--- src/hdl/hkm_pkg.sv ---
// shared types, constants and lookup tables of the host key to matrix mapper
package hkm_pkg;

    localparam int MATRIX_ROWS = 10;
    localparam int ROW_W       = $clog2(MATRIX_ROWS);
    localparam int SEL_W       = 4;
    localparam int ROW_BITS    = 8;

    localparam logic [ROW_W-1:0]    SHIFT_ROW = ROW_W'(2);
    localparam logic [ROW_BITS-1:0] SHIFT_CLR = 8'd223;
    localparam logic [ROW_BITS-1:0] SHIFT_SET = 8'd32;
    localparam logic [ROW_BITS-1:0] ROW_IDLE  = 8'd255;

    // action codes
    localparam logic [1:0] ACT_PRESS   = 2'd0;
    localparam logic [1:0] ACT_RELEASE = 2'd1;
    localparam logic [1:0] ACT_READ    = 2'd2;

    // shift bit operations
    localparam logic [1:0] SHIFT_OP_NONE = 2'd0;
    localparam logic [1:0] SHIFT_OP_CLR  = 2'd1;
    localparam logic [1:0] SHIFT_OP_SET  = 2'd2;

    // host command codes
    localparam logic [3:0] CMD_NONE       = 4'd0;
    localparam logic [3:0] CMD_INFO       = 4'd1;
    localparam logic [3:0] CMD_DISK0      = 4'd2;
    localparam logic [3:0] CMD_DISK1      = 4'd3;
    localparam logic [3:0] CMD_SOUND      = 4'd4;
    localparam logic [3:0] CMD_SCREENSHOT = 4'd5;
    localparam logic [3:0] CMD_SETUP      = 4'd6;
    localparam logic [3:0] CMD_RESET      = 4'd7;
    localparam logic [3:0] CMD_PRN_CLOSE  = 4'd8;
    localparam logic [3:0] CMD_DEBUG      = 4'd9;
    localparam logic [3:0] CMD_EXIT       = 4'd10;

    // host key symbols
    localparam logic [15:0] KEY_PRINT_LO = 16'd32;
    localparam logic [15:0] KEY_PRINT_HI = 16'd125;
    localparam logic [15:0] KEY_SHIFT_L  = 16'hffe1;
    localparam logic [15:0] KEY_SHIFT_R  = 16'hffe2;
    localparam logic [15:0] KEY_CTRL_L   = 16'hffe3;
    localparam logic [15:0] KEY_CTRL_R   = 16'hffe4;
    localparam logic [15:0] KEY_F1       = 16'hffbe;
    localparam logic [15:0] KEY_F12      = 16'hffc9;

    typedef struct packed {
        logic [ROW_W-1:0]    row;
        logic [ROW_BITS-1:0] mask;
        logic                shift;
    } ascii_entry_t;

    typedef struct packed {
        logic                hit;
        logic [ROW_W-1:0]    row;
        logic [ROW_BITS-1:0] mask;
    } special_entry_t;

    // matrix change requested by one item
    typedef struct packed {
        logic                tgt_en;
        logic [ROW_W-1:0]    tgt_row;
        logic [ROW_BITS-1:0] tgt_and;
        logic [ROW_BITS-1:0] tgt_or;
        logic [1:0]          shift_op;
        logic                hsf_set;
        logic                hsf_clr;
        logic                ctrl_set;
        logic                ctrl_clr;
        logic [3:0]          cmd;
    } hkm_update_t;

    typedef struct packed {
        logic [ROW_BITS-1:0] row_value;
        logic [3:0]          host_command;
        logic                ctrl_held;
        logic                shift_held;
    } hkm_result_t;

    // row, press mask and implied shift for codes 32 to 125
    localparam ascii_entry_t ASCII_ROM [94] = '{
        '{4'd5, 8'd127, 1'b0}, '{4'd8, 8'd254, 1'b1}, '{4'd8, 8'd253, 1'b1}, '{4'd7, 8'd253, 1'b1},
        '{4'd7, 8'd254, 1'b1}, '{4'd6, 8'd253, 1'b1}, '{4'd6, 8'd254, 1'b1}, '{4'd5, 8'd253, 1'b1},
        '{4'd5, 8'd254, 1'b1}, '{4'd4, 8'd253, 1'b1}, '{4'd3, 8'd223, 1'b1}, '{4'd3, 8'd239, 1'b1},
        '{4'd4, 8'd127, 1'b0}, '{4'd3, 8'd253, 1'b0}, '{4'd3, 8'd127, 1'b0}, '{4'd3, 8'd191, 1'b0},
        '{4'd4, 8'd254, 1'b0}, '{4'd8, 8'd254, 1'b0}, '{4'd8, 8'd253, 1'b0}, '{4'd7, 8'd253, 1'b0},
        '{4'd7, 8'd254, 1'b0}, '{4'd6, 8'd253, 1'b0}, '{4'd6, 8'd254, 1'b0}, '{4'd5, 8'd253, 1'b0},
        '{4'd5, 8'd254, 1'b0}, '{4'd4, 8'd253, 1'b0}, '{4'd3, 8'd223, 1'b0}, '{4'd3, 8'd239, 1'b0},
        '{4'd4, 8'd127, 1'b1}, '{4'd3, 8'd253, 1'b1}, '{4'd3, 8'd127, 1'b1}, '{4'd3, 8'd191, 1'b1},
        '{4'd3, 8'd251, 1'b0},
        '{4'd8, 8'd223, 1'b1}, '{4'd6, 8'd191, 1'b1}, '{4'd7, 8'd191, 1'b1}, '{4'd7, 8'd223, 1'b1},
        '{4'd7, 8'd251, 1'b1}, '{4'd6, 8'd223, 1'b1}, '{4'd6, 8'd239, 1'b1}, '{4'd5, 8'd239, 1'b1},
        '{4'd4, 8'd247, 1'b1}, '{4'd5, 8'd223, 1'b1}, '{4'd4, 8'd223, 1'b1}, '{4'd4, 8'd239, 1'b1},
        '{4'd4, 8'd191, 1'b1}, '{4'd5, 8'd191, 1'b1}, '{4'd4, 8'd251, 1'b1}, '{4'd3, 8'd247, 1'b1},
        '{4'd8, 8'd247, 1'b1}, '{4'd6, 8'd251, 1'b1}, '{4'd7, 8'd239, 1'b1}, '{4'd6, 8'd247, 1'b1},
        '{4'd5, 8'd251, 1'b1}, '{4'd6, 8'd127, 1'b1}, '{4'd7, 8'd247, 1'b1}, '{4'd7, 8'd127, 1'b1},
        '{4'd5, 8'd247, 1'b1}, '{4'd8, 8'd127, 1'b1},
        '{4'd2, 8'd253, 1'b0}, '{4'd2, 8'd191, 1'b0}, '{4'd2, 8'd247, 1'b0}, '{4'd3, 8'd254, 1'b0},
        '{4'd4, 8'd254, 1'b1}, '{4'd2, 8'd191, 1'b1},
        '{4'd8, 8'd223, 1'b0}, '{4'd6, 8'd191, 1'b0}, '{4'd7, 8'd191, 1'b0}, '{4'd7, 8'd223, 1'b0},
        '{4'd7, 8'd251, 1'b0}, '{4'd6, 8'd223, 1'b0}, '{4'd6, 8'd239, 1'b0}, '{4'd5, 8'd239, 1'b0},
        '{4'd4, 8'd247, 1'b0}, '{4'd5, 8'd223, 1'b0}, '{4'd4, 8'd223, 1'b0}, '{4'd4, 8'd239, 1'b0},
        '{4'd4, 8'd191, 1'b0}, '{4'd5, 8'd191, 1'b0}, '{4'd4, 8'd251, 1'b0}, '{4'd3, 8'd247, 1'b0},
        '{4'd8, 8'd247, 1'b0}, '{4'd6, 8'd251, 1'b0}, '{4'd7, 8'd239, 1'b0}, '{4'd6, 8'd247, 1'b0},
        '{4'd5, 8'd251, 1'b0}, '{4'd6, 8'd127, 1'b0}, '{4'd7, 8'd247, 1'b0}, '{4'd7, 8'd127, 1'b0},
        '{4'd5, 8'd247, 1'b0}, '{4'd8, 8'd127, 1'b0},
        '{4'd2, 8'd253, 1'b1}, '{4'd3, 8'd251, 1'b1}, '{4'd2, 8'd247, 1'b1}
    };

    // special key symbols with a matrix position
    function automatic special_entry_t special_lookup(input logic [15:0] code);
        special_entry_t e;
        e = '{1'b1, ROW_W'(0), 8'd255};
        case (code)
            16'hff08: e = '{1'b1, 4'd9, 8'd127};
            16'hff0d: e = '{1'b1, 4'd2, 8'd251};
            16'hffe3: e = '{1'b1, 4'd2, 8'd127};
            16'hffe4: e = '{1'b1, 4'd2, 8'd127};
            16'hffe7: e = '{1'b1, 4'd1, 8'd253};
            16'hffe9: e = '{1'b1, 4'd1, 8'd253};
            16'hffff: e = '{1'b1, 4'd2, 8'd254};
            16'hff09: e = '{1'b1, 4'd8, 8'd239};
            16'hff51: e = '{1'b1, 4'd1, 8'd254};
            16'hff52: e = '{1'b1, 4'd0, 8'd254};
            16'hff53: e = '{1'b1, 4'd0, 8'd253};
            16'hff54: e = '{1'b1, 4'd0, 8'd251};
            16'hffb1: e = '{1'b1, 4'd1, 8'd223};
            16'hffb2: e = '{1'b1, 4'd1, 8'd191};
            16'hffb3: e = '{1'b1, 4'd0, 8'd223};
            16'hffb4: e = '{1'b1, 4'd2, 8'd239};
            16'hffb5: e = '{1'b1, 4'd1, 8'd239};
            16'hffb6: e = '{1'b1, 4'd0, 8'd239};
            16'hffb7: e = '{1'b1, 4'd1, 8'd251};
            16'hffb8: e = '{1'b1, 4'd1, 8'd247};
            16'hffb9: e = '{1'b1, 4'd0, 8'd247};
            16'hffb0: e = '{1'b1, 4'd1, 8'd127};
            16'hff8d: e = '{1'b1, 4'd0, 8'd191};
            16'hffae: e = '{1'b1, 4'd0, 8'd127};
            16'hff98: e = '{1'b1, 4'd9, 8'd247};
            16'hff96: e = '{1'b1, 4'd9, 8'd251};
            16'hff97: e = '{1'b1, 4'd9, 8'd254};
            16'hff99: e = '{1'b1, 4'd9, 8'd253};
            16'hff9d: e = '{1'b1, 4'd9, 8'd239};
            16'hff9e: e = '{1'b1, 4'd9, 8'd223};
            16'hff1b: e = '{1'b1, 4'd8, 8'd251};
            default:  e = '{1'b0, ROW_W'(0), 8'd255};
        endcase
        return e;
    endfunction

    // commands for function keys, offset from f1
    function automatic logic [3:0] fkey_command(input logic [3:0] idx);
        logic [3:0] c;
        c = CMD_NONE;
        case (idx)
            4'd0:    c = CMD_INFO;
            4'd1:    c = CMD_NONE;
            4'd2:    c = CMD_DISK0;
            4'd3:    c = CMD_DISK1;
            4'd4:    c = CMD_SOUND;
            4'd5:    c = CMD_SCREENSHOT;
            4'd6:    c = CMD_SETUP;
            4'd7:    c = CMD_RESET;
            4'd8:    c = CMD_PRN_CLOSE;
            4'd9:    c = CMD_DEBUG;
            4'd10:   c = CMD_EXIT;
            4'd11:   c = CMD_EXIT;
            default: c = CMD_NONE;
        endcase
        return c;
    endfunction

endpackage

--- src/hdl/hkm_decode.sv ---
// key decoder: turns one item into the matrix and flag change it asks for
module hkm_decode
    import hkm_pkg::*;
(
    input  logic [1:0]  action,
    input  logic [15:0] key_code,
    input  logic        host_shift,
    output hkm_update_t upd
);

    logic           is_print;
    logic           is_shift;
    logic           is_ctrl;
    logic           is_fkey;
    logic [6:0]     rom_idx;
    logic [7:0]     fk_off;
    ascii_entry_t   rom;
    special_entry_t sp;

    assign is_print = (key_code >= KEY_PRINT_LO) && (key_code <= KEY_PRINT_HI);
    assign is_shift = (key_code == KEY_SHIFT_L) || (key_code == KEY_SHIFT_R);
    assign is_ctrl  = (key_code == KEY_CTRL_L) || (key_code == KEY_CTRL_R);
    assign is_fkey  = (key_code >= KEY_F1) && (key_code <= KEY_F12);
    assign rom_idx  = key_code[6:0] - KEY_PRINT_LO[6:0];
    assign fk_off   = key_code[7:0] - KEY_F1[7:0];
    assign rom      = ASCII_ROM[rom_idx];
    assign sp       = special_lookup(key_code);

    always_comb begin
        upd          = '0;
        upd.tgt_and  = 8'hff;
        upd.shift_op = SHIFT_OP_NONE;
        upd.cmd      = CMD_NONE;
        case (action)
            ACT_PRESS: begin
                if (is_print) begin
                    upd.tgt_en   = 1'b1;
                    upd.tgt_row  = rom.row;
                    upd.tgt_and  = rom.mask;
                    upd.shift_op = rom.shift ? SHIFT_OP_CLR : SHIFT_OP_SET;
                end else begin
                    // special keys drive the shift bit from the held host shift
                    upd.shift_op = host_shift ? SHIFT_OP_CLR : SHIFT_OP_SET;
                    if (is_shift) begin
                        upd.hsf_set = 1'b1;
                    end else if (is_fkey) begin
                        upd.cmd = fkey_command(fk_off[3:0]);
                    end else if (sp.hit) begin
                        upd.tgt_en   = 1'b1;
                        upd.tgt_row  = sp.row;
                        upd.tgt_and  = sp.mask;
                        upd.ctrl_set = is_ctrl;
                    end
                end
            end
            ACT_RELEASE: begin
                if (is_print) begin
                    upd.tgt_en  = 1'b1;
                    upd.tgt_row = rom.row;
                    upd.tgt_or  = ~rom.mask;
                    if (rom.shift) begin
                        upd.shift_op = SHIFT_OP_SET;
                    end
                end else if (is_shift) begin
                    upd.shift_op = SHIFT_OP_SET;
                    upd.hsf_clr  = 1'b1;
                end else if (sp.hit) begin
                    upd.tgt_en   = 1'b1;
                    upd.tgt_row  = sp.row;
                    upd.tgt_or   = ~sp.mask;
                    upd.ctrl_clr = is_ctrl;
                end
            end
            default: begin
                // read only, nothing changes
            end
        endcase
    end

endmodule

--- src/hdl/hkm_matrix.sv ---
// keyboard matrix and host flags, with per-row update lanes and row readout
module hkm_matrix
    import hkm_pkg::*;
(
    input  logic             aclk,
    input  logic             aresetn,
    input  logic             upd_en,
    input  hkm_update_t      upd,
    input  logic [SEL_W-1:0] row_select,
    output logic             host_shift,
    output hkm_result_t      result
);

    logic [ROW_BITS-1:0] matrix_reg  [MATRIX_ROWS];
    logic [ROW_BITS-1:0] matrix_next [MATRIX_ROWS];
    logic [ROW_BITS-1:0] lane_val    [MATRIX_ROWS];
    logic                hsf_reg;
    logic                hsf_next;
    logic                ctrl_reg;
    logic                ctrl_next;
    logic                hsf_new;
    logic                ctrl_new;

    // every row has its own lane; target op first, then the shift bit
    always_comb begin
        for (int r = 0; r < MATRIX_ROWS; r++) begin
            lane_val[r] = matrix_reg[r];
            if (upd.tgt_en && (upd.tgt_row == ROW_W'(r))) begin
                lane_val[r] = (lane_val[r] & upd.tgt_and) | upd.tgt_or;
            end
            if (ROW_W'(r) == SHIFT_ROW) begin
                case (upd.shift_op)
                    SHIFT_OP_CLR: lane_val[r] = lane_val[r] & SHIFT_CLR;
                    SHIFT_OP_SET: lane_val[r] = lane_val[r] | SHIFT_SET;
                    default:      lane_val[r] = lane_val[r];
                endcase
            end
            matrix_next[r] = upd_en ? lane_val[r] : matrix_reg[r];
        end
    end

    assign hsf_new   = upd.hsf_set ? 1'b1 : (upd.hsf_clr ? 1'b0 : hsf_reg);
    assign ctrl_new  = upd.ctrl_set ? 1'b1 : (upd.ctrl_clr ? 1'b0 : ctrl_reg);
    assign hsf_next  = upd_en ? hsf_new : hsf_reg;
    assign ctrl_next = upd_en ? ctrl_new : ctrl_reg;

    always_ff @(posedge aclk) begin
        if (!aresetn) begin
            for (int r = 0; r < MATRIX_ROWS; r++) begin
                matrix_reg[r] <= ROW_IDLE;
            end
            hsf_reg  <= 1'b0;
            ctrl_reg <= 1'b0;
        end else begin
            matrix_reg <= matrix_next;
            hsf_reg    <= hsf_next;
            ctrl_reg   <= ctrl_next;
        end
    end

    assign host_shift = hsf_reg;

    // result reflects the state after this item
    always_comb begin
        result              = '0;
        result.row_value    = ROW_IDLE;
        if ({1'b0, row_select} < (SEL_W+1)'(MATRIX_ROWS)) begin
            result.row_value = lane_val[row_select[ROW_W-1:0]];
        end
        result.host_command = upd.cmd;
        result.ctrl_held    = ctrl_new;
        result.shift_held   = hsf_new;
    end

endmodule

--- src/hdl/host_key_to_matrix_mapper_top.sv ---
// top level of the host key to matrix mapper: item registers, handshake and checks
//
// keeps a ten-row, eight-bit active-low keyboard matrix (all ones after reset)
// together with held host shift and control flags. each input item is a key
// press, a key release or a plain row read (any other action code reads only);
// it carries a host key code (printable 32 to 125 or a 0xffxx key symbol) and
// a row to report. exactly one result item answers every input item, in order:
// the chosen row after the item's change (rows 10 to 15 read as all ones),
// the control and shift flags after the change, and a host command for f1 to
// f12 presses. an item passes through the input register and then the output
// register; a new item is taken every cycle unless both registers hold an item
// and the output is not taken. the matrix read-modify-write happens in the cycle
// that moves an item from the input register to the output register. there are
// no configuration registers and no start-up sweep
module host_key_to_matrix_mapper_top
    import hkm_pkg::*;
(
    input  logic        aclk,
    input  logic        aresetn,
    input  logic        s_tvalid,
    output logic        s_tready,
    input  logic [23:0] s_tdata,   // key_code [15:0], row_select [19:16], zero [23:20]
    input  logic [1:0]  s_tuser,   // action [1:0]
    output logic        m_tvalid,
    input  logic        m_tready,
    output logic [15:0] m_tdata    // row_value [7:0], host_command [11:8],
                                   // ctrl_held [12], shift_held [13], zero [15:14]
);

    // input register
    logic             in_valid_reg;
    logic             in_valid_next;
    logic [1:0]       in_action_reg;
    logic [1:0]       in_action_next;
    logic [15:0]      in_key_reg;
    logic [15:0]      in_key_next;
    logic [SEL_W-1:0] in_sel_reg;
    logic [SEL_W-1:0] in_sel_next;

    // output register
    logic             out_valid_reg;
    logic             out_valid_next;
    hkm_result_t      out_res_reg;
    hkm_result_t      out_res_next;

    logic             advance;
    logic             fire;
    logic             host_shift;
    hkm_update_t      upd;
    hkm_result_t      result;

    // the output register frees up when it is empty or being taken
    assign advance  = !out_valid_reg || m_tready;
    assign fire     = in_valid_reg && advance;
    assign s_tready = !in_valid_reg || advance;

    always_comb begin
        in_valid_next  = in_valid_reg;
        in_action_next = in_action_reg;
        in_key_next    = in_key_reg;
        in_sel_next    = in_sel_reg;
        if (s_tready) begin
            in_valid_next = s_tvalid;
        end
        if (s_tvalid && s_tready) begin
            in_action_next = s_tuser;
            in_key_next    = s_tdata[15:0];
            in_sel_next    = s_tdata[19:16];
        end
    end

    always_comb begin
        out_valid_next = out_valid_reg;
        out_res_next   = out_res_reg;
        if (advance) begin
            out_valid_next = in_valid_reg;
        end
        if (fire) begin
            out_res_next = result;
        end
    end

    always_ff @(posedge aclk) begin
        if (!aresetn) begin
            in_valid_reg  <= 1'b0;
            out_valid_reg <= 1'b0;
        end else begin
            in_valid_reg  <= in_valid_next;
            out_valid_reg <= out_valid_next;
        end
    end

    // payload, no reset needed
    always_ff @(posedge aclk) begin
        in_action_reg <= in_action_next;
        in_key_reg    <= in_key_next;
        in_sel_reg    <= in_sel_next;
        out_res_reg   <= out_res_next;
    end

    hkm_decode u_decode (
        .action     (in_action_reg),
        .key_code   (in_key_reg),
        .host_shift (host_shift),
        .upd        (upd)
    );

    hkm_matrix u_matrix (
        .aclk       (aclk),
        .aresetn    (aresetn),
        .upd_en     (fire),
        .upd        (upd),
        .row_select (in_sel_reg),
        .host_shift (host_shift),
        .result     (result)
    );

    assign m_tvalid = out_valid_reg;
    assign m_tdata  = {2'b00, out_res_reg.shift_held, out_res_reg.ctrl_held,
                       out_res_reg.host_command, out_res_reg.row_value};

    // a command only ever comes out of a press
    a_cmd_only_on_press: assert property (
        @(posedge aclk) disable iff (!aresetn)
        (fire && (in_action_reg != ACT_PRESS)) |=> (m_tdata[11:8] == CMD_NONE)
    ) else $error("host command on a non-press item");

    // rows beyond the matrix read as all ones
    a_row_beyond: assert property (
        @(posedge aclk) disable iff (!aresetn)
        (fire && ({1'b0, in_sel_reg} >= (SEL_W+1)'(MATRIX_ROWS)))
            |=> (m_tdata[7:0] == ROW_IDLE)
    ) else $error("row beyond the matrix not all ones");

    // backpressure only when both registers hold an item
    a_stall_full: assert property (
        @(posedge aclk) disable iff (!aresetn)
        !s_tready |-> (in_valid_reg && out_valid_reg && !m_tready)
    ) else $error("input stalled with room in the pipeline");

    // a fired item shows up at the output in the next cycle
    a_fire_to_out: assert property (
        @(posedge aclk) disable iff (!aresetn)
        fire |=> m_tvalid
    ) else $error("fired item lost");

endmodule
--- config.mk ---
export PLATFORM = sky130hd
export DESIGN_NAME = host_key_to_matrix_mapper_top
export DESIGN_NICKNAME = d
export VERILOG_FILES = /design/src/hdl/hkm_pkg.sv /design/src/hdl/hkm_decode.sv /design/src/hdl/hkm_matrix.sv /design/src/hdl/host_key_to_matrix_mapper_top.sv
export SDC_FILE = /design/constraint.sdc
export NUM_CORES = 1
export LEC_CHECK = 0
export BUFFER_PORTS_ARGS = -buffer_cell sky130_fd_sc_hd__buf_2
export CAP_MARGIN = 20
export CORE_AREA = 2 2 121 123
export CTS_CLUSTER_DIAMETER = 200
export DETAILED_ROUTE_END_ITERATION = 16
export DIE_AREA = 0 0 123 125
export HOLD_SLACK_MARGIN = 0.06
export PLACE_DENSITY = 0.87
export SKIP_LAST_GASP = 1
export SYNTH_ARGS = -nofsm -noshare
export SYNTH_HDL_FRONTEND = slang
export SYNTH_SLANG_ARGS = --single-unit
--- constraint.sdc ---
create_clock -name aclk -period 4.4 [get_ports aclk]
set_input_delay 0.44 -clock aclk [delete_from_list [all_inputs] [get_ports aclk]]
set_output_delay 0.44 -clock aclk [all_outputs]
set_load 0.01 [all_outputs]
# --- After elaboration in Yosys (flattened, before gate mapping) ---
# Memories as Yosys holds them, arrays and structs flattened. A register that Yosys moved wholly into a read port is not among the register bits.
# Index checks and enable logic that the tools add are counted.
classes:
  add_sub_neg: 2
  n_lt_le_gt_ge: 7
  eq_ne: 45
  n_mux: 52
  bitwise: 26
  n_reduce_logical: 25
op_table:
  columns: ["op", "count"]
  rows:
  - ["16-bit equality test, second input constant", 33]
  - ["13-bit case mux with 29 select lines", 1]
  - ["8-bit two-way mux", 16]
  - ["8-bit bitwise AND", 10]
  - ["8-bit bitwise OR", 10]
  - ["13-bit two-way mux", 6]
  - ["8-bit binary-select mux with 4-bit select", 1]
  - ["4-bit by 3-bit equality test with 1-bit output, second input constant", 4]
  - ["16-bit greater-or-equal comparator, second input constant", 1]
  - ["16-bit by 6-bit greater-or-equal comparator with 1-bit output, second input constant", 1]
  - ["16-bit <= comparator, second input constant", 1]
  - ["16-bit by 7-bit <= comparator with 1-bit output, second input constant", 1]
  - ["1-bit two-way mux", 16]
  - ["8-bit NOT", 2]
  - ["5-bit two-way mux", 3]
  - ["1-bit logical AND", 14]
  - ["6-bit case mux with 2 select lines", 1]
  - ["10-bit two-way mux", 1]
  - ["2-bit two-way mux", 5]
  - ["5-bit case mux with 2 select lines", 1]
  - ["4-bit by 2-bit equality test with 1-bit output, second input constant", 2]
  - ["4-bit equality test, second input constant", 2]
  - ["8-bit greater-or-equal comparator, second input constant", 1]
  - ["7-bit NOT with 8-bit output", 1]
  - ["other kinds (16)", 23]
word_totals:
  regBits: 116
  romBits: 1728
  out_inout_bits: 18
  wordCells: 179
  n_memories: 2
memory_table:
  columns: ["memory", "words", "width", "read_ports", "rd_clocked_by_memory_dff", "wr", "line", "text"]
  rows:
  - ["(no name shown)", 128, 13, 1, 0, 0, "hkm_decode.sv:26", "assign rom = ASCII_ROM[rom_idx];"]
  - ["(no name shown)", 16, 4, 1, 1, 0, "hkm_pkg.sv:155", "case (idx)"]

# --- Longest topological paths before layout ---
# Gate-level depths: netlist of run 1.
logic_depth:
  ltp_word: 15
  ltp_mapped: 18

# --- Modules after synthesis ---
# A second synthesis of run 1 with hierarchy kept.
hier_totals:
  cells_unflattened: 1166
  area_unflattened_um2: 8924.8
by_module_without_submodules:
  columns: ["mod", "instances", "cells_each", "area_per_inst_um2", "seq_area_each_um2"]
  rows:
  - ["hkm_matrix", 1, 735, 5272.6, 1641.6]
  - ["hkm_decode", 1, 383, 2448.6, 0.0]
  - ["host_key_to_matrix_mapper_top", 1, 48, 1203.7, 1121.1]

# --- Least setup slack after synthesis of run 1 ---
# No wires, ideal clock.
synth_path:
  kind: "reg-to-reg"
  startpoint: "register in_key_reg[1]"
  endpoint: "register out_res_reg (netlist bit m_tdata[2]), data pin"
  setup_time_ps: 273
  t_arrival_ps: 3613
  required_time_ps: 4127
  path_slack_ps: 514
  path_stages_with_launch: 18
  period_less_slack_ps: 3886
  path_cell_list: "edfxtp_1 > clkbuf_1 > inv_1 > ha_1 > buf_2 > nor2_1 > and3b_1 > or2_2 > clkbuf_1 > buf_2 > o221ai_2 > a211oi_4 > nand3_1 > buf_2 > o31ai_1 > o211ai_1 > a32oi_1 > a41oi_1"
synth_between:
  elab_chain_len: 15
synth_lines:
  columns: ["item", "line", "text"]
  rows:
  - ["start, declared", "host_key_to_matrix_mapper_top.sv:35", "logic [15:0] in_key_reg;"]
  - ["start signal, assigned", "host_key_to_matrix_mapper_top.sv:96", "in_key_reg <= in_key_next;"]
  - ["branches (longest 12 deep; another with memory 128 x 13 bit)", null, null]
  - ["8-bit binary-select mux with 4-bit select (*)", "hkm_matrix.sv:68", "result.row_value = lane_val[row_select[ROW_W-1:0]];"]
  - ["8-bit two-way mux (not written as such) (*) (2 in series)", "hkm_matrix.sv:68", null]
  - ["end signal, assigned", "host_key_to_matrix_mapper_top.sv:98", "out_res_reg <= out_res_next;"]
  - ["end, declared", "host_key_to_matrix_mapper_top.sv:43", "hkm_result_t out_res_reg;"]
# Mark *: on every way between the ends. The select of a mux whose other input is x is not followed.
# A chain may end at the register's enable or synchronous reset.

# --- Final worst setup path of run 1 ---
layout_path:
  startpoint: "register in_key_reg[1]"
  endpoint: "register out_res_reg (netlist bit m_tdata[0]), data pin"
# Same word-level chain as after synthesis.

==> results.toml, run 1 <==
[status]
status = "complete, no violations"

[timing]
maxSlewHeadroom = 0.355
setup_violations = 0
tns_ns = 0
rsz0062_at_grt = "true"
tightestPinTransition_ns = 0.967
hold_viol_final = 0
fin_skew_ns = 0.00772
slew_violations = 0
min_period_ns = 4.34
period_share = 0.986
hold_ws_ns = 0.184
fmax_ghz = 0.231

[synth]
syn_inst = 1078
netlist.top_cell.by_area = "dfxtp_1"
async_reset_ff_frac = 0
synth_edf_count = 36
synth_top_area_frac = 0.195
ys_ff_latch = 120
yosysSeqAreaShare = 0.321
syn_area_um2 = 8620
synth_cell_type_count = 90
synth.avg_cell_area_um2 = 8.00
synth-main-ff-cell = "dfxtp_1"
ys_top_cells_by_area = "dfxtp_1 20%, edfxtp_1 13%, o211ai_1 10%"
ys_warn_count = 0

[die]
rows = 44
start_util = 0.607
die_area_um2 = 15400
core_um2 = 14200
die_h_um = 125
die_x_um = 123
ios = 48

[detailed_routing]
drc_errors = 0
drt-initial-drc-count = 1629
dr_total_vias = 9744
drt_first_pass_iters = 6
ant_nets = 0
wl_per_cell_um = 23.9
vias_per_cell = 7.18
drt-total-wl_um = 32500

[grt]
grt_pass1_vias = 8961
grt_pass1_wl_um = 50300
overflow = 0
grt_max_degree = 53
antenna_found_initial = 1
grt_usage = 0.424

[clocking]
cts.htree.levels = 4
path_clk_slew_ns = 0.06
clk_latency_ns = 0.43
cts-buffers-inserted = 17
cts_root_buffer = "clkbuf_16"
cts_buffer_depth = 2
clkSinkCount = 120
cts_tree = "done"

[power_and_ir_drop]
pwr-share-seq = 0.398
p_leak_nw = 3.52
p_clk_frac = 0.477
switchingPower_uw = 801
p_total_mw = 2.99
ir_drop_mv = 0.230
switching_share = 0.268
combPwrFrac = 0.125
p_per_area_nw_per_um2 = 292
intPower_mw = 2.19

[finish]
syn2layout_area_growth_pct = 19.0
largest_reg_flops = 80
n_antenna_cell = 0
fin_util = 0.722
nNetsFinal = 1204
layout_common_cells = "169 x o21ai_0, 136 x buf_4, 117 x o211ai_1"
drive_above_1_share = 0.215
layout_commonest_cell = "o21ai_0"
fillers = 1165

[critical_path]
crit_required_ns = 4.58
crit_fanout = 10
worstPathArrival_ns = 4.52
cp-end-kind = "flop"
path_class = "reg2reg"
start_kind = "flop"

[flow_run]
cap_violations = 0

[placement]
place.gp.congestion = 1.01
io_buffers = 41
hpwl_um = 23200

[min_path]
min_path_type = "in2reg"
[metal layers]
layer / global-route usage / vias up / part of all wire
met5: 0 / - / 0.00040
met2: 0.639 / 699 / 0.45
met4: 0.247 / 2 / 0.068
met3: 0.0985 / 165 / 0.10
li1: - / 4325 / -
met1: 0.554 / 4553 / 0.38
[final cells by class]
| class | count | area [um^2] | share of cell area |
|---|---|---|---|
| clock buffer | 17 | 425 | 0.0415 |
| clock inverter | 15 | 175 | 0.0171 |
| multi-input combinational | 825 | 5300 | 0.516 |
| sequential | 120 | 2760 | 0.269 |
| tap | 184 | 230 | 0.0224 |
| inverter | 16 | 60.1 | 0.00586 |
| timing repair buffer | 181 | 1310 | 0.127 |
[repair_timing]
action / CTS / global route
endpoints found under the setup margin: 0 / 8
hold buffers: 0 / 0
buffers inserted: 0 / 0
resized for setup: 0 / 10
[critical path, stage by stage (launching register included)]
cell and delay (ns):
edfxtp_1 0.50, inv_1 0.15, ha_2 0.33, buf_4 0.16
nand3b_1 0.09, o22ai_1 0.38, a32oi_1 0.22, o2111a_1 0.28
a211o_1 0.37, or3_1 0.58, o21ai_0 0.21, o21ai_0 0.23
a21oi_1 0.24, a41oi_1 0.16, buf_4 0.17
[cell families after synthesis]
family	synth area share
AOI/OAI and AO/OA	0.369
xor gates and xnor gates	0.00203
adders and majority gates	0.0189
buffers and inverters	0.0703
DFF	0.321
muxes	0.0173
other	0.000435
and+or+nand+nor	0.202
[power groups by stage]
stage | combinational (mW) | sequential, mW | clock (mW)
after floorplan | 0.232 | 1.20 | 0
after global placement | 0.349 | 1.21 | 0
after detailed placement | 0.355 | 1.21 | 0
after CTS | 0.358 | 1.19 | 1.43
after global routing | 0.397 | 1.19 | 1.49
final | 0.375 | 1.19 | 1.43
[per-stage QoR]
step	worst slack [ns]	instances	instance area [um^2]
finish	0.0621	1358	10300
floorplan	0.514	1079	8620
CTS	0.0481	1358	10200
detailed placement	0.0675	1326	9610
global route	-0.0504	1358	10300
global placement	0.0837	1326	9610
[synthesized netlist by cell type, types with 4 or more instances]
cell type  count
ha_1          13
or2_1          4
o22ai_1        7
dfxtp_1       84
a221oi_1       5
nand2b_1      25
a211oi_1      12
a22oi_1        5
nor2_1        54
nand4b_1       6
buf_4          7
o211ai_1     117
a21oi_1       47
or3_1          6
buf_6          7
o31ai_1       13
o21a_1        15
mux2i_1       10
a31oi_1       13
inv_1         13
nand4_1       14
buf_2         19
nor2b_1       16
and2_1        11
nand2_1       64
nor4_1        12
nand3b_1       7
o21ai_1        5
nor4b_1        4
clkbuf_1      84
o21ai_0      169
a311oi_1       5
nand3_1       36
o31a_1         5
or2_2         11
a32oi_1        9
o2111ai_1      4
nor3_1        18
edfxtp_1      36
a21boi_0       4
[final timing paths]
kind                            cells after the start  slack (ns)                    from                      to
worst min-delay path                                1        0.18              s_tdata[7]           in_key_reg[7]
worst min register to register                      2        0.48  u_matrix.matrix_reg[6]  u_matrix.matrix_reg[6]
worst max register to register                     14        0.06           in_key_reg[1]              m_tdata[0]
worst max-delay path                               14        0.06           in_key_reg[1]              m_tdata[0]
No activity file was read; power rests on OpenSTA's default activity.
==> run 2, diff against run 1 <==
- PLACE_DENSITY: 0.87 -> 0.8
==> results.toml, run 2 (synthesis gave the netlist of run 1 again) <==
[status]
status = "complete, no violations"

[power_and_ir_drop]
p_leak_nw = 3.28
p_total_mw = 2.99
p_per_area_nw_per_um2 = 304
ir_drop_mv = 0.408

[placement]
place.gp.congestion = 1.01
hpwl_um = 20000
io_buffers = 41

[grt]
grt_max_degree = 53
grt_usage = 0.376
grt_pass1_vias = 8369
overflow = 0
antenna_found_initial = 1
grt_pass1_wl_um = 45500

[die]
core_um2 = 14200
rows = 44
ios = 48
die_h_um = 125
die_x_um = 123
die_area_um2 = 15400
start_util = 0.607

[timing]
slew_violations = 0
tns_ns = 0
rsz0062_at_grt = "false"
tightestPinTransition_ns = 0.926
hold_viol_final = 0
fin_skew_ns = 0.0101
setup_violations = 0
min_period_ns = 4.22
fmax_ghz = 0.237
period_share = 0.959
maxSlewHeadroom = 0.383

[clocking]
cts-buffers-inserted = 17
cts_tree = "done"
clkSinkCount = 120
cts.htree.levels = 4
post-cts-setup-buffers = 0
cts_root_buffer = "clkbuf_16"
cts_buffer_depth = 2
ctsHoldBuffers = 0
path_clk_slew_ns = 0.06
cts_resized = 0
clk_latency_ns = 0.43

[finish]
layout_common_cells = "169 x o21ai_0, 117 x o211ai_1, 85 x buf_4"
syn2layout_area_growth_pct = 14.3
largest_reg_flops = 80
drive_above_1_share = 0.178
layout_commonest_cell = "o21ai_0"
n_antenna_cell = 0
nNetsFinal = 1151

[critical_path]
crit_fanout = 12
cp-end-kind = "flop"
worstPathArrival_ns = 4.51
start_kind = "flop"
path_class = "reg2reg"
crit_required_ns = 4.68

[detailed_routing]
ant_nets = 0
drt-initial-drc-count = 1596
drt_first_pass_iters = 6
drt-total-wl_um = 28500
drc_errors = 0
dr_total_vias = 9237
vias_per_cell = 7.08
wl_per_cell_um = 21.8

[flow_run]
cap_violations = 0

[min_path]
min_path_type = "in2reg"
## run 2: through the flow
stage | area [um^2] | utilization | std cells | setup WS (ns) | hold slack, ns
floorplan | 8620 | - | 1079 | 0.514 | 0.434
global placement | 9190 | 0.647 | 1273 | 0.158 | 0.443
detailed placement | 9190 | 0.647 | 1273 | 0.133 | 0.448
CTS | 9820 | 0.691 | 1305 | 0.110 | 0.177
global route | 9850 | 0.694 | 1305 | 0.0271 | 0.177
finish | 9850 | 0.694 | 1305 | 0.179 | 0.187
## run 2: report_power, final
part	switching, mW	leakage (nW)	internal, mW
Clock	0.539	0.311	0.916
Sequential	0.0224	1.02	1.17
Combinational	0.223	1.96	0.122
## run 2: path summary, 6_finish.rpt
check	startpoint	endpoint	slack [ns]	cells after the start
setup / recovery	in_key_reg[1]	m_tdata[4]	0.18	14
hold / removal	s_tdata[2]	in_key_reg[2]	0.19	1
setup reg to reg	in_key_reg[1]	m_tdata[4]	0.18	14
hold reg to reg	u_matrix.matrix_reg[60]	u_matrix.matrix_reg[60]	0.46	2
## run 2: area by class of cell
class	count	area (um^2)
sequential	120	2760
timing repair buffer	128	883
fill	1188	4350
tap	184	230
multi-input combinational	825	5290
clock buffer	22	528
inverter	16	60.1
clock inverter	10	101
## run 2: critical path, cell delays in order (launching register included)
cell,delay [ns]
edfxtp_1,0.42
inv_1,0.23
ha_2,0.40
or3b_2,0.47
a2bb2oi_1,0.16
nand2b_1,0.21
and4b_1,0.26
buf_4,0.17
a211oi_2,0.40
nand3_2,0.32
or2_1,0.29
a31oi_1,0.19
a22oi_1,0.11
a221oi_1,0.25
buf_4,0.18
## run 2: metal layers
layer / wire length, um / up-vias / track usage
met3: 3820 / 71 / 0.108
met2: 12000 / 656 / 0.521
met1: 11900 / 4303 / 0.558
met5: 13 / - / 0
li1: - / 4205 / -
met4: 712 / 2 / 0.126
